## config.mk

```make
export PLATFORM = sky130hd
export DESIGN_NAME = reliable_receiver_ack_tracker_flat
export DESIGN_NICKNAME = d
export VERILOG_FILES = /design/src/rrat_pkg.sv /design/src/rrat_in_if.sv /design/src/rrat_out_if.sv /design/src/rrat_ram.sv /design/src/rrat_dp.sv /design/src/rrat_ctrl.sv /design/src/reliable_receiver_ack_tracker.sv /design/src/flat_wrapper.sv
export SDC_FILE = /design/constraint.sdc
export NUM_CORES = 2
export LEC_CHECK = 0
export ABC_CLOCK_PERIOD_IN_PS = 58000
export BUFFER_PORTS_ARGS = -buffer_cell sky130_fd_sc_hd__buf_4
export CAP_MARGIN = 30
export CORE_MARGIN = 2
export CORE_UTILIZATION = 61
export DETAILED_ROUTE_END_ITERATION = 8
export MAX_ROUTING_LAYER = met4
export PLACE_DENSITY_LB_ADDON = 0.3
export SYNTH_ARGS = -nofsm -noshare
export SYNTH_HDL_FRONTEND = slang
export SYNTH_SLANG_ARGS = --single-unit
```

## constraint.sdc

```tcl
create_clock -name i_clk -period 58 [get_ports i_clk]
set_input_delay 0 -clock i_clk [delete_from_list [all_inputs] [get_ports i_clk]]
set_output_delay 0 -clock i_clk [all_outputs]
set_load 0.05 [all_outputs]
```

## src/rrat_pkg.sv

```systemverilog
`timescale 1ns / 1ps
// rrat_pkg: shared types, codes and constants of the ack tracker
// no dependencies; used by the interfaces and every module under src but rrat_ram

package rrat_pkg;

    // fixed field widths of a packet header and of a reply
    localparam int SEQ_W  = 16;
    localparam int ACK_W  = 12;
    localparam int KIND_W = 2;

    // default size of the received map
    localparam int MAX_PACKETS_DEF = 1024;

    // handshake numbers
    localparam logic [SEQ_W-1:0] SYNACK_SEQ  = 16'd666;
    localparam logic [SEQ_W-1:0] CONFIRM_ACK = 16'd667;

    // reply kinds
    typedef enum logic [KIND_W-1:0] {
        KIND_SYNACK = 2'd0,
        KIND_ACK    = 2'd1,
        KIND_ERROR  = 2'd2
    } t_kind;

    // transfer phase
    typedef enum logic [1:0] {
        PH_WAIT    = 2'd0,
        PH_CONFIRM = 2'd1,
        PH_DATA    = 2'd2,
        PH_CLOSED  = 2'd3
    } t_phase;

    // controller sequencing states
    typedef enum logic [2:0] {
        S_CLEAR,
        S_IDLE,
        S_EVAL,
        S_SCAN_RD,
        S_SCAN_CHK,
        S_REPLY
    } t_state;

    // controller to datapath commands
    typedef struct packed {
        logic  load_item;
        logic  load_total;
        logic  clr_wr;
        logic  mark_wr;
        logic  cum_inc;
        logic  rd_issue;
        logic  out_load;
        t_kind kind;
        logic  closed;
    } t_cmd;

    // datapath to controller status
    typedef struct packed {
        logic clear_last;
        logic syn_ok;
        logic confirm_ok;
        logic data_ok;
        logic seq_is_cum;
        logic is_last;
        logic cum_below;
        logic rd_bit;
        logic out_free;
    } t_sts;

endpackage

```

## src/rrat_in_if.sv

```systemverilog
`timescale 1ns / 1ps
// rrat_in_if: packet header channel, valid/ready with header payload
// depends on rrat_pkg for field widths

interface rrat_in_if;
    logic                        valid;
    logic                        ready;
    logic                        syn_flag;
    logic                        ack_flag;
    logic [rrat_pkg::SEQ_W-1:0]  seq_number;
    logic [rrat_pkg::SEQ_W-1:0]  ack_number;

    modport source (output valid, syn_flag, ack_flag, seq_number, ack_number,
                    input ready);
    modport sink   (input valid, syn_flag, ack_flag, seq_number, ack_number,
                    output ready);
endinterface

```

## src/rrat_out_if.sv

```systemverilog
`timescale 1ns / 1ps
// rrat_out_if: reply channel, valid/ready with reply payload
// depends on rrat_pkg for field widths

interface rrat_out_if;
    logic                               valid;
    logic                               ready;
    logic        [rrat_pkg::KIND_W-1:0] reply_kind;
    logic        [rrat_pkg::SEQ_W-1:0]  reply_seq;
    logic signed [rrat_pkg::ACK_W-1:0]  reply_ack;
    logic                               closed_flag;

    modport source (output valid, reply_kind, reply_seq, reply_ack, closed_flag,
                    input ready);
    modport sink   (input valid, reply_kind, reply_seq, reply_ack, closed_flag,
                    output ready);
endinterface

```

## src/rrat_ram.sv

```systemverilog
`timescale 1ns / 1ps
// rrat_ram: generic single write, single read ram with registered read data
// no dependencies

module rrat_ram #(
    parameter int WIDTH = 1,
    parameter int DEPTH = 2
) (
    input  logic                     i_clk,
    input  logic                     i_we,
    input  logic [$clog2(DEPTH)-1:0] i_waddr,
    input  logic [WIDTH-1:0]         i_wdata,
    input  logic                     i_re,
    input  logic [$clog2(DEPTH)-1:0] i_raddr,
    output logic [WIDTH-1:0]         o_rdata
);

    logic [WIDTH-1:0] r_mem [DEPTH];
    logic [WIDTH-1:0] r_rdata;

    // write port
    always_ff @(posedge i_clk) begin
        if (i_we) begin
            r_mem[i_waddr] <= i_wdata;
        end
    end

    // registered read port
    always_ff @(posedge i_clk) begin
        if (i_re) begin
            r_rdata <= r_mem[i_raddr];
        end
    end

    assign o_rdata = r_rdata;

endmodule

```

## src/rrat_dp.sv

```systemverilog
`timescale 1ns / 1ps
// rrat_dp: datapath with item latch, packet total, cumulative index,
// received map ram, clear sweep counter and reply register; uses rrat_pkg, rrat_ram

module rrat_dp #(
    parameter int MAX_PACKETS = rrat_pkg::MAX_PACKETS_DEF
) (
    input  logic                               i_clk,
    input  logic                               i_rst_n,
    input  rrat_pkg::t_cmd                     i_cmd,
    output rrat_pkg::t_sts                     o_sts,
    input  logic                               i_syn_flag,
    input  logic                               i_ack_flag,
    input  logic        [rrat_pkg::SEQ_W-1:0]  i_seq_number,
    input  logic        [rrat_pkg::SEQ_W-1:0]  i_ack_number,
    input  logic                               i_out_ready,
    output logic                               o_out_valid,
    output logic        [rrat_pkg::KIND_W-1:0] o_reply_kind,
    output logic        [rrat_pkg::SEQ_W-1:0]  o_reply_seq,
    output logic signed [rrat_pkg::ACK_W-1:0]  o_reply_ack,
    output logic                               o_closed_flag
);

    localparam int AW = $clog2(MAX_PACKETS);
    localparam int CW = $clog2(MAX_PACKETS + 1);
    localparam int XW = rrat_pkg::SEQ_W + 1;
    localparam logic [XW-1:0] MAX_X   = XW'(MAX_PACKETS);
    localparam logic [AW-1:0] LAST_AD = AW'(MAX_PACKETS - 1);

    logic                       r_syn;
    logic                       r_ack;
    logic [rrat_pkg::SEQ_W-1:0] r_seq;
    logic [rrat_pkg::SEQ_W-1:0] r_ackn;
    logic [CW-1:0]              r_total;
    logic [CW-1:0]              r_cum;
    logic [AW-1:0]              r_clr;

    logic                       r_o_valid;
    logic [rrat_pkg::KIND_W-1:0] r_o_kind;
    logic [rrat_pkg::SEQ_W-1:0] r_o_seq;
    logic [rrat_pkg::ACK_W-1:0] r_o_ack;
    logic                       r_o_closed;

    logic [XW-1:0] seq_x;
    logic [XW-1:0] total_x;
    logic [XW-1:0] cum_x;
    logic [XW-1:0] synack_x;
    logic [XW-1:0] cumack_x;
    logic          ram_we;
    logic [AW-1:0] ram_waddr;
    logic          ram_rdata;

    // header latch
    always_ff @(posedge i_clk) begin
        if (i_cmd.load_item) begin
            r_syn  <= i_syn_flag;
            r_ack  <= i_ack_flag;
            r_seq  <= i_seq_number;
            r_ackn <= i_ack_number;
        end
    end

    // total, cumulative index and clear sweep counter
    always_ff @(posedge i_clk) begin
        if (!i_rst_n) begin
            r_total <= '0;
            r_cum   <= '0;
            r_clr   <= '0;
        end else begin
            if (i_cmd.load_total) begin
                r_total <= CW'(r_seq);
                r_cum   <= '0;
            end else if (i_cmd.cum_inc) begin
                r_cum <= r_cum + CW'(1);
            end
            if (i_cmd.clr_wr) begin
                r_clr <= r_clr + AW'(1);
            end
        end
    end

    // widened copies for compares
    assign seq_x   = {1'b0, r_seq};
    assign total_x = XW'(r_total);
    assign cum_x   = XW'(r_cum);

    // header checks against the current state
    always_comb begin
        o_sts.clear_last = (r_clr == LAST_AD);
        o_sts.syn_ok     = r_syn && (r_seq != '0) && (seq_x <= MAX_X);
        o_sts.confirm_ok = r_ack && (r_ackn == rrat_pkg::CONFIRM_ACK);
        o_sts.data_ok    = (seq_x < total_x);
        o_sts.seq_is_cum = (seq_x == cum_x);
        o_sts.is_last    = (seq_x == total_x - XW'(1));
        o_sts.cum_below  = (r_cum < r_total);
        o_sts.rd_bit     = ram_rdata;
        o_sts.out_free   = !r_o_valid || i_out_ready;
    end

    // received map: the clear sweep or a mark writes, the scan reads
    assign ram_we    = i_cmd.clr_wr || i_cmd.mark_wr;
    assign ram_waddr = i_cmd.clr_wr ? r_clr : r_seq[AW-1:0];

    rrat_ram #(
        .WIDTH (1),
        .DEPTH (MAX_PACKETS)
    ) u_map (
        .i_clk   (i_clk),
        .i_we    (ram_we),
        .i_waddr (ram_waddr),
        .i_wdata (i_cmd.mark_wr),
        .i_re    (i_cmd.rd_issue),
        .i_raddr (r_cum[AW-1:0]),
        .o_rdata (ram_rdata)
    );

    // reply ack values, wrapped to the field width
    assign synack_x = total_x + XW'(1);
    assign cumack_x = cum_x - XW'(1);

    // reply register
    always_ff @(posedge i_clk) begin
        if (!i_rst_n) begin
            r_o_valid <= 1'b0;
        end else if (i_cmd.out_load) begin
            r_o_valid <= 1'b1;
        end else if (i_out_ready) begin
            r_o_valid <= 1'b0;
        end
    end

    always_ff @(posedge i_clk) begin
        if (i_cmd.out_load) begin
            r_o_kind   <= i_cmd.kind;
            r_o_closed <= i_cmd.closed;
            case (i_cmd.kind)
                rrat_pkg::KIND_SYNACK: begin
                    r_o_seq <= rrat_pkg::SYNACK_SEQ;
                    r_o_ack <= synack_x[rrat_pkg::ACK_W-1:0];
                end
                rrat_pkg::KIND_ACK: begin
                    r_o_seq <= '0;
                    r_o_ack <= cumack_x[rrat_pkg::ACK_W-1:0];
                end
                default: begin
                    r_o_seq <= '0;
                    r_o_ack <= '0;
                end
            endcase
        end
    end

    assign o_out_valid   = r_o_valid;
    assign o_reply_kind  = r_o_kind;
    assign o_reply_seq   = r_o_seq;
    assign o_reply_ack   = $signed(r_o_ack);
    assign o_closed_flag = r_o_closed;

endmodule

```

## src/rrat_ctrl.sv

```systemverilog
`timescale 1ns / 1ps
// rrat_ctrl: controller fsm holding the transfer phase and sequencing
// clear sweep, header checks, index scan and reply; uses rrat_pkg

module rrat_ctrl (
    input  logic           i_clk,
    input  logic           i_rst_n,
    input  logic           i_in_valid,
    output logic           o_in_ready,
    input  rrat_pkg::t_sts i_sts,
    output rrat_pkg::t_cmd o_cmd
);

    rrat_pkg::t_state r_state;
    rrat_pkg::t_state n_state;
    rrat_pkg::t_phase r_phase;
    rrat_pkg::t_phase n_phase;
    rrat_pkg::t_kind  r_kind;
    rrat_pkg::t_kind  n_kind;

    // state registers
    always_ff @(posedge i_clk) begin
        if (!i_rst_n) begin
            r_state <= rrat_pkg::S_CLEAR;
            r_phase <= rrat_pkg::PH_WAIT;
            r_kind  <= rrat_pkg::KIND_ERROR;
        end else begin
            r_state <= n_state;
            r_phase <= n_phase;
            r_kind  <= n_kind;
        end
    end

    // next state, phase and pending reply kind
    always_comb begin
        n_state = r_state;
        n_phase = r_phase;
        n_kind  = r_kind;
        case (r_state)
            rrat_pkg::S_CLEAR: begin
                if (i_sts.clear_last) begin
                    n_state = rrat_pkg::S_IDLE;
                end
            end
            rrat_pkg::S_IDLE: begin
                if (i_in_valid) begin
                    n_state = rrat_pkg::S_EVAL;
                end
            end
            rrat_pkg::S_EVAL: begin
                n_state = rrat_pkg::S_REPLY;
                n_kind  = rrat_pkg::KIND_ERROR;
                case (r_phase)
                    rrat_pkg::PH_WAIT: begin
                        if (i_sts.syn_ok) begin
                            n_phase = rrat_pkg::PH_CONFIRM;
                            n_kind  = rrat_pkg::KIND_SYNACK;
                        end
                    end
                    rrat_pkg::PH_CONFIRM: begin
                        if (i_sts.confirm_ok) begin
                            n_phase = rrat_pkg::PH_DATA;
                            n_state = rrat_pkg::S_IDLE;
                        end
                    end
                    rrat_pkg::PH_DATA: begin
                        if (i_sts.data_ok) begin
                            n_kind = rrat_pkg::KIND_ACK;
                            if (i_sts.is_last) begin
                                n_phase = rrat_pkg::PH_CLOSED;
                            end
                            if (i_sts.seq_is_cum) begin
                                n_state = rrat_pkg::S_SCAN_RD;
                            end
                        end
                    end
                    default: begin
                        n_kind = rrat_pkg::KIND_ERROR;
                    end
                endcase
            end
            rrat_pkg::S_SCAN_RD: begin
                if (i_sts.cum_below) begin
                    n_state = rrat_pkg::S_SCAN_CHK;
                end else begin
                    n_state = rrat_pkg::S_REPLY;
                end
            end
            rrat_pkg::S_SCAN_CHK: begin
                if (i_sts.rd_bit) begin
                    n_state = rrat_pkg::S_SCAN_RD;
                end else begin
                    n_state = rrat_pkg::S_REPLY;
                end
            end
            rrat_pkg::S_REPLY: begin
                if (i_sts.out_free) begin
                    n_state = rrat_pkg::S_IDLE;
                end
            end
            default: begin
                n_state = rrat_pkg::S_IDLE;
            end
        endcase
    end

    // commands to the datapath
    always_comb begin
        o_cmd        = '0;
        o_cmd.kind   = r_kind;
        o_cmd.closed = (r_phase == rrat_pkg::PH_CLOSED);
        o_in_ready   = 1'b0;
        case (r_state)
            rrat_pkg::S_CLEAR: begin
                o_cmd.clr_wr = 1'b1;
            end
            rrat_pkg::S_IDLE: begin
                o_in_ready      = 1'b1;
                o_cmd.load_item = i_in_valid;
            end
            rrat_pkg::S_EVAL: begin
                if (r_phase == rrat_pkg::PH_WAIT) begin
                    o_cmd.load_total = i_sts.syn_ok;
                end
                if (r_phase == rrat_pkg::PH_DATA && i_sts.data_ok) begin
                    o_cmd.mark_wr = 1'b1;
                    o_cmd.cum_inc = i_sts.seq_is_cum;
                end
            end
            rrat_pkg::S_SCAN_RD: begin
                o_cmd.rd_issue = i_sts.cum_below;
            end
            rrat_pkg::S_SCAN_CHK: begin
                o_cmd.cum_inc = i_sts.rd_bit;
            end
            rrat_pkg::S_REPLY: begin
                o_cmd.out_load = i_sts.out_free;
            end
            default: begin
                o_in_ready = 1'b0;
            end
        endcase
    end

endmodule

```

## src/reliable_receiver_ack_tracker.sv

```systemverilog
`timescale 1ns / 1ps
// reliable_receiver_ack_tracker: top level, joins rrat_ctrl and rrat_dp
// depends on rrat_pkg, rrat_in_if, rrat_out_if, rrat_ctrl, rrat_dp
//
//   channel   dir   payload                                          handshake
//   i_pkt     in    syn_flag, ack_flag, seq_number, ack_number       valid/ready
//   o_reply   out   reply_kind, reply_seq, reply_ack, closed_flag    valid/ready
//
// an item passes accept, check and reply load; an in-order packet adds a read
// and a check for each packet the index advances over, one check less at the total
// after reset the received map is swept clear, address by address, with ready low
// a confirming ack passes accept and check only and produces no reply
// a held reply register lets the next header be accepted; a new reply waits
// in the reply state until the previous one has been taken

module reliable_receiver_ack_tracker #(
    parameter int MAX_PACKETS = rrat_pkg::MAX_PACKETS_DEF
) (
    input  logic        i_clk,
    input  logic        i_rst_n,
    rrat_in_if.sink     i_pkt,
    rrat_out_if.source  o_reply
);

    rrat_pkg::t_cmd cmd;
    rrat_pkg::t_sts sts;

    // sequencing
    rrat_ctrl u_ctrl (
        .i_clk      (i_clk),
        .i_rst_n    (i_rst_n),
        .i_in_valid (i_pkt.valid),
        .o_in_ready (i_pkt.ready),
        .i_sts      (sts),
        .o_cmd      (cmd)
    );

    // storage and checks
    rrat_dp #(
        .MAX_PACKETS (MAX_PACKETS)
    ) u_dp (
        .i_clk         (i_clk),
        .i_rst_n       (i_rst_n),
        .i_cmd         (cmd),
        .o_sts         (sts),
        .i_syn_flag    (i_pkt.syn_flag),
        .i_ack_flag    (i_pkt.ack_flag),
        .i_seq_number  (i_pkt.seq_number),
        .i_ack_number  (i_pkt.ack_number),
        .i_out_ready   (o_reply.ready),
        .o_out_valid   (o_reply.valid),
        .o_reply_kind  (o_reply.reply_kind),
        .o_reply_seq   (o_reply.reply_seq),
        .o_reply_ack   (o_reply.reply_ack),
        .o_closed_flag (o_reply.closed_flag)
    );

endmodule
```

## src/flat_wrapper.sv

```systemverilog
// flat-port wrapper written by rule: the top's interface ports become plain ports
module reliable_receiver_ack_tracker_flat 
#(
    parameter int MAX_PACKETS = rrat_pkg::MAX_PACKETS_DEF
)
  (i_clk, i_rst_n, i_pkt_valid, i_pkt_syn_flag, i_pkt_ack_flag, i_pkt_seq_number, i_pkt_ack_number, i_pkt_ready, o_reply_valid, o_reply_reply_kind, o_reply_reply_seq, o_reply_reply_ack, o_reply_closed_flag, o_reply_ready);
  rrat_in_if i_pkt_i ();
  rrat_out_if o_reply_i ();
  input  logic i_clk;
  input  logic i_rst_n;
  input wire logic [$bits(i_pkt_i.valid)-1:0] i_pkt_valid;
  input wire logic [$bits(i_pkt_i.syn_flag)-1:0] i_pkt_syn_flag;
  input wire logic [$bits(i_pkt_i.ack_flag)-1:0] i_pkt_ack_flag;
  input wire logic [$bits(i_pkt_i.seq_number)-1:0] i_pkt_seq_number;
  input wire logic [$bits(i_pkt_i.ack_number)-1:0] i_pkt_ack_number;
  output wire logic [$bits(i_pkt_i.ready)-1:0] i_pkt_ready;
  output wire logic [$bits(o_reply_i.valid)-1:0] o_reply_valid;
  output wire logic [$bits(o_reply_i.reply_kind)-1:0] o_reply_reply_kind;
  output wire logic [$bits(o_reply_i.reply_seq)-1:0] o_reply_reply_seq;
  output wire logic [$bits(o_reply_i.reply_ack)-1:0] o_reply_reply_ack;
  output wire logic [$bits(o_reply_i.closed_flag)-1:0] o_reply_closed_flag;
  input wire logic [$bits(o_reply_i.ready)-1:0] o_reply_ready;
  assign i_pkt_i.valid = i_pkt_valid;
  assign i_pkt_i.syn_flag = i_pkt_syn_flag;
  assign i_pkt_i.ack_flag = i_pkt_ack_flag;
  assign i_pkt_i.seq_number = i_pkt_seq_number;
  assign i_pkt_i.ack_number = i_pkt_ack_number;
  assign i_pkt_ready = i_pkt_i.ready;
  assign o_reply_valid = o_reply_i.valid;
  assign o_reply_reply_kind = o_reply_i.reply_kind;
  assign o_reply_reply_seq = o_reply_i.reply_seq;
  assign o_reply_reply_ack = o_reply_i.reply_ack;
  assign o_reply_closed_flag = o_reply_i.closed_flag;
  assign o_reply_i.ready = o_reply_ready;
  reliable_receiver_ack_tracker #(.MAX_PACKETS(MAX_PACKETS)) u_core (.i_clk(i_clk), .i_rst_n(i_rst_n), .i_pkt(i_pkt_i), .o_reply(o_reply_i));
endmodule
```

==> flow_metrics.env <==
export IMPL_status="complete, no violations"
export IMPL_drc=0
export IMPL_drive_gt1_share_pct=18.0
export IMPL_p_int_w=0.00129
export IMPL_post_synth_cell_area_avg_um2=14.0
export IMPL_core_rowCount=104
export IMPL_p_sw_share_pct=19.9
export IMPL_first_pass_iters=6
export IMPL_yosys_most_used_dff="edfxtp_1"
export IMPL_core_area_um2=80700
export IMPL_antenna_found_initial=2
export IMPL_p_leak_nw=16.0
export IMPL_syn_inst=3546
export IMPL_clock_root_buffer="clkbuf_16"
export IMPL_die_x_um=290
export IMPL_critPathArrivalTime_ns=5.68
export IMPL_ir_worst_vdd_uv=26.6
export IMPL_wl_per_cell_um=27.4
export IMPL_nFillCells=5120
export IMPL_finalHoldViolCount=0
export IMPL_gp_congestion=0.918
export IMPL_start_util_pct=61.7
export IMPL_avgViaCountPerCell=6.61
export IMPL_ys_seq_elements=1115
export IMPL_powerDensity_nw_per_um2=29.0
export IMPL_grt_pass1_wl_um=188000
export IMPL_ys_seq_area_share_pct=66.5
export IMPL_drv_cap=0
export IMPL_synthTopCellsByArea="edfxtp_1, mux4_2, nor2_1"
export IMPL_cts_made_buffers=110
export IMPL_end_kind="register"
export IMPL_grt_overflow_total=0
export IMPL_via_count=30900
export IMPL_ys_types=69
export IMPL_syn_to_final_growth_pct=11.2
export IMPL_cts_buffer_depth=3
export IMPL_timing_hold_ws_ns=0.0321
export IMPL_yosys_warnings=0
export IMPL_crit_path_start_kind="register"
export IMPL_numPortBuffers=59
export IMPL_post_cts_setup_buffers=0
export IMPL_path_class="register to register"
export IMPL_p_switching_w=0.000320
export IMPL_maxSlewHeadroom_pct=4.43
export IMPL_clk_pin_slew_ns=0.06
export IMPL_die_height_um=290
export IMPL_r2r_setup_slack_ns=52.65
export IMPL_power_share_sequential_pct=54.2
export IMPL_hp_class="input pin to register"
export IMPL_syn_area_um2=49800
export IMPL_grt_pass1_vias=30100
export IMPL_layout_nets=3586
export IMPL_die_area_um2=83900
export IMPL_ios=71
export IMPL_min_delay_start="i_pkt_ack_number[10]"
export IMPL_setup_violations=0
export IMPL_ctsResizeCount=0
export IMPL_fmax_ghz=0.187
export IMPL_netlist_area_leader_share_pct=64.9
export IMPL_clkPwrFrac_pct=44.7
export IMPL_routed_wl_um=128000
export IMPL_worst_pin_slew_ns=1.43
export IMPL_maxSlewViolCount=0
export IMPL_post_route_util_pct=68.6
export IMPL_cts_tree="yes"
export IMPL_tns_ns=0
export IMPL_grt_max_degree=325
export IMPL_synth_common_cells="nor2_1, edfxtp_1, mux4_2"
export IMPL_rsz0062_at_grt="no"
export IMPL_clock_skew_ns=0.0231
export IMPL_synth_area_leader_cell="edfxtp_1"
export IMPL_dp_hpwl_um=69500
export IMPL_synth_most_common_cell="nor2_1"
export IMPL_synth_edf_count=1075
export IMPL_combPwrFrac_pct=1.1
export IMPL_timing_rr_start="u_core.u_dp.r_seq[1]"
export IMPL_critical_path_max_fanout=122
export IMPL_drt_iter0_drc=4837
export IMPL_cp_required_ns=58.33
export IMPL_clock_sinks=1115
export IMPL_fin_crit_sh_pct=9.23
export IMPL_fin_crit_ns=5.35
export IMPL_synthArstFlopShare_pct=0
export IMPL_grt_util_all_layers_pct=31.7
export IMPL_antenna_left=0
export IMPL_cts_max_level=3
export IMPL_clock_latency_ns=0.70
export IMPL_crit_start="u_core.u_dp.r_seq[1]"
what timing repair did:
item,in CTS,in global routing
endpoints found under the hold margin,63,0
hold buffers,38,0
setup endpoints to repair,0,0
cell usage in the layout, fill, tap and decap left out, types with 36 or more instances in the layout:
master | synthesis | layout
edfxtp_1 | 1075 | 1075
xnor2_1 | 38 | 38
dlygate4sd3_1 | 0 | 38
nor2_1 | 1093 | 1092
mux4_2 | 279 | 279
mux2i_1 | 41 | 41
nand2_1 | 153 | 152
clkbuf_16 | 0 | 110
buf_4 | 35 | 123
dfxtp_1 | 40 | 36
nand3_1 | 74 | 46
power by group through the flow:
stage          sequential (W)  combinational (W)  clock (W)
2_1_floorplan        0.000887         0.00000802          0
6_report             0.000870          0.0000183   0.000718
3_5_place_dp         0.000887          0.0000159          0
5_1_grt              0.000869          0.0000188   0.000750
4_1_cts              0.000870          0.0000180   0.000721
3_3_place_gp         0.000887          0.0000158          0
through the flow:
stage / worst slack (ns) / total power, W / area, um2 / std cells
after floorplan: 27.78 / 0.000895 / 49800 / 3556
after CTS: 52.78 / 0.00161 / 55000 / 4661
final: 52.65 / 0.00161 / 55300 / 4675
after global placement: 52.76 / 0.000903 / 50700 / 4400
after detailed placement: 52.81 / 0.000903 / 51000 / 4414
after global routing: 52.38 / 0.00164 / 55300 / 4674
layout make-up:
type                            instances  area, um2  area share (%)
Sequential cell                      1115      33100            59.8
Multi-Input combinational cell       2067      15200            27.4
Clock buffer                          134       2840            5.14
Timing Repair Buffer                  191       2020            3.66
Tap cell                             1060       1330            2.40
Clock inverter                         75        761            1.38
Inverter                               31        116           0.210
Antenna cell                            2       5.00         0.00905
critical path, stage by stage, from the launching register on:
cell	delay [ns]
edfxtp_1	0.56
ha_1	0.36
nor2b_1	0.13
o21a_1	0.17
o21ai_1	0.13
a21oi_1	0.10
o31ai_1	0.35
nand2_1	0.31
nor2_4	0.17
buf_4	0.81
buf_4	0.48
buf_16	0.33
buf_4	0.88
metal layers:
metal / wire [um] / vias to the layer above / global-route usage (%)
li1: - / 12900 / -
met1: 45500 / 15600 / 40.1
met2: 63600 / 1996 / 51.4
met3: 13900 / 362 / 6.04
met4: 5150 / 0 / 12.2
met5: 0 / - / -
sequential cells by signal, summed over array words and instances (netlist names):
signal	cells
u_core.u_dp.o_out_valid	1
u_core.u_dp.o_closed_flag	1
u_core.u_dp.o_reply_seq	1
u_core.u_dp.o_reply_ack	12
u_core.u_ctrl.r_state	3
u_core.u_dp.u_map.r_mem	1024
u_core.u_dp.o_reply_kind	2
u_core.u_dp.r_total	11
u_core.u_dp.r_clr	10
u_core.u_dp.r_cum	11
u_core.u_dp.r_syn	1
u_core.u_ctrl.r_phase	2
u_core.u_dp.u_map.o_rdata	1
u_core.u_ctrl.r_kind	2
u_core.u_dp.r_seq	16
u_core.u_dp.r_ackn	16
u_core.u_dp.r_ack	1
worst paths after layout:
kind / to / cells after the start
worst max-delay path: u_core.u_dp.u_map.r_mem[676] / 12
worst min-delay path: u_core.u_dp.r_ackn[10] / 2
worst max register to register: u_core.u_dp.u_map.r_mem[676] / 12
worst min register to register: u_core.u_ctrl.r_phase[1] / 2
logic make-up (layout without fill, tap and decap cells):
logic type / Yosys count / count (layout) / synth area share [%]
xor+xnor: 55 / 55 / 0.968
compound gates: 180 / 180 / 2.59
fa+ha+maj: 32 / 32 / 0.805
other cells: 1 / 13 / 0.00754
simple gates: 1460 / 1460 / 11.9
buf+inv: 374 / 431 / 3.52
flops: 1115 / 1115 / 66.5
mux: 329 / 329 / 13.7
No activity file was read; power rests on OpenSTA's default activity.
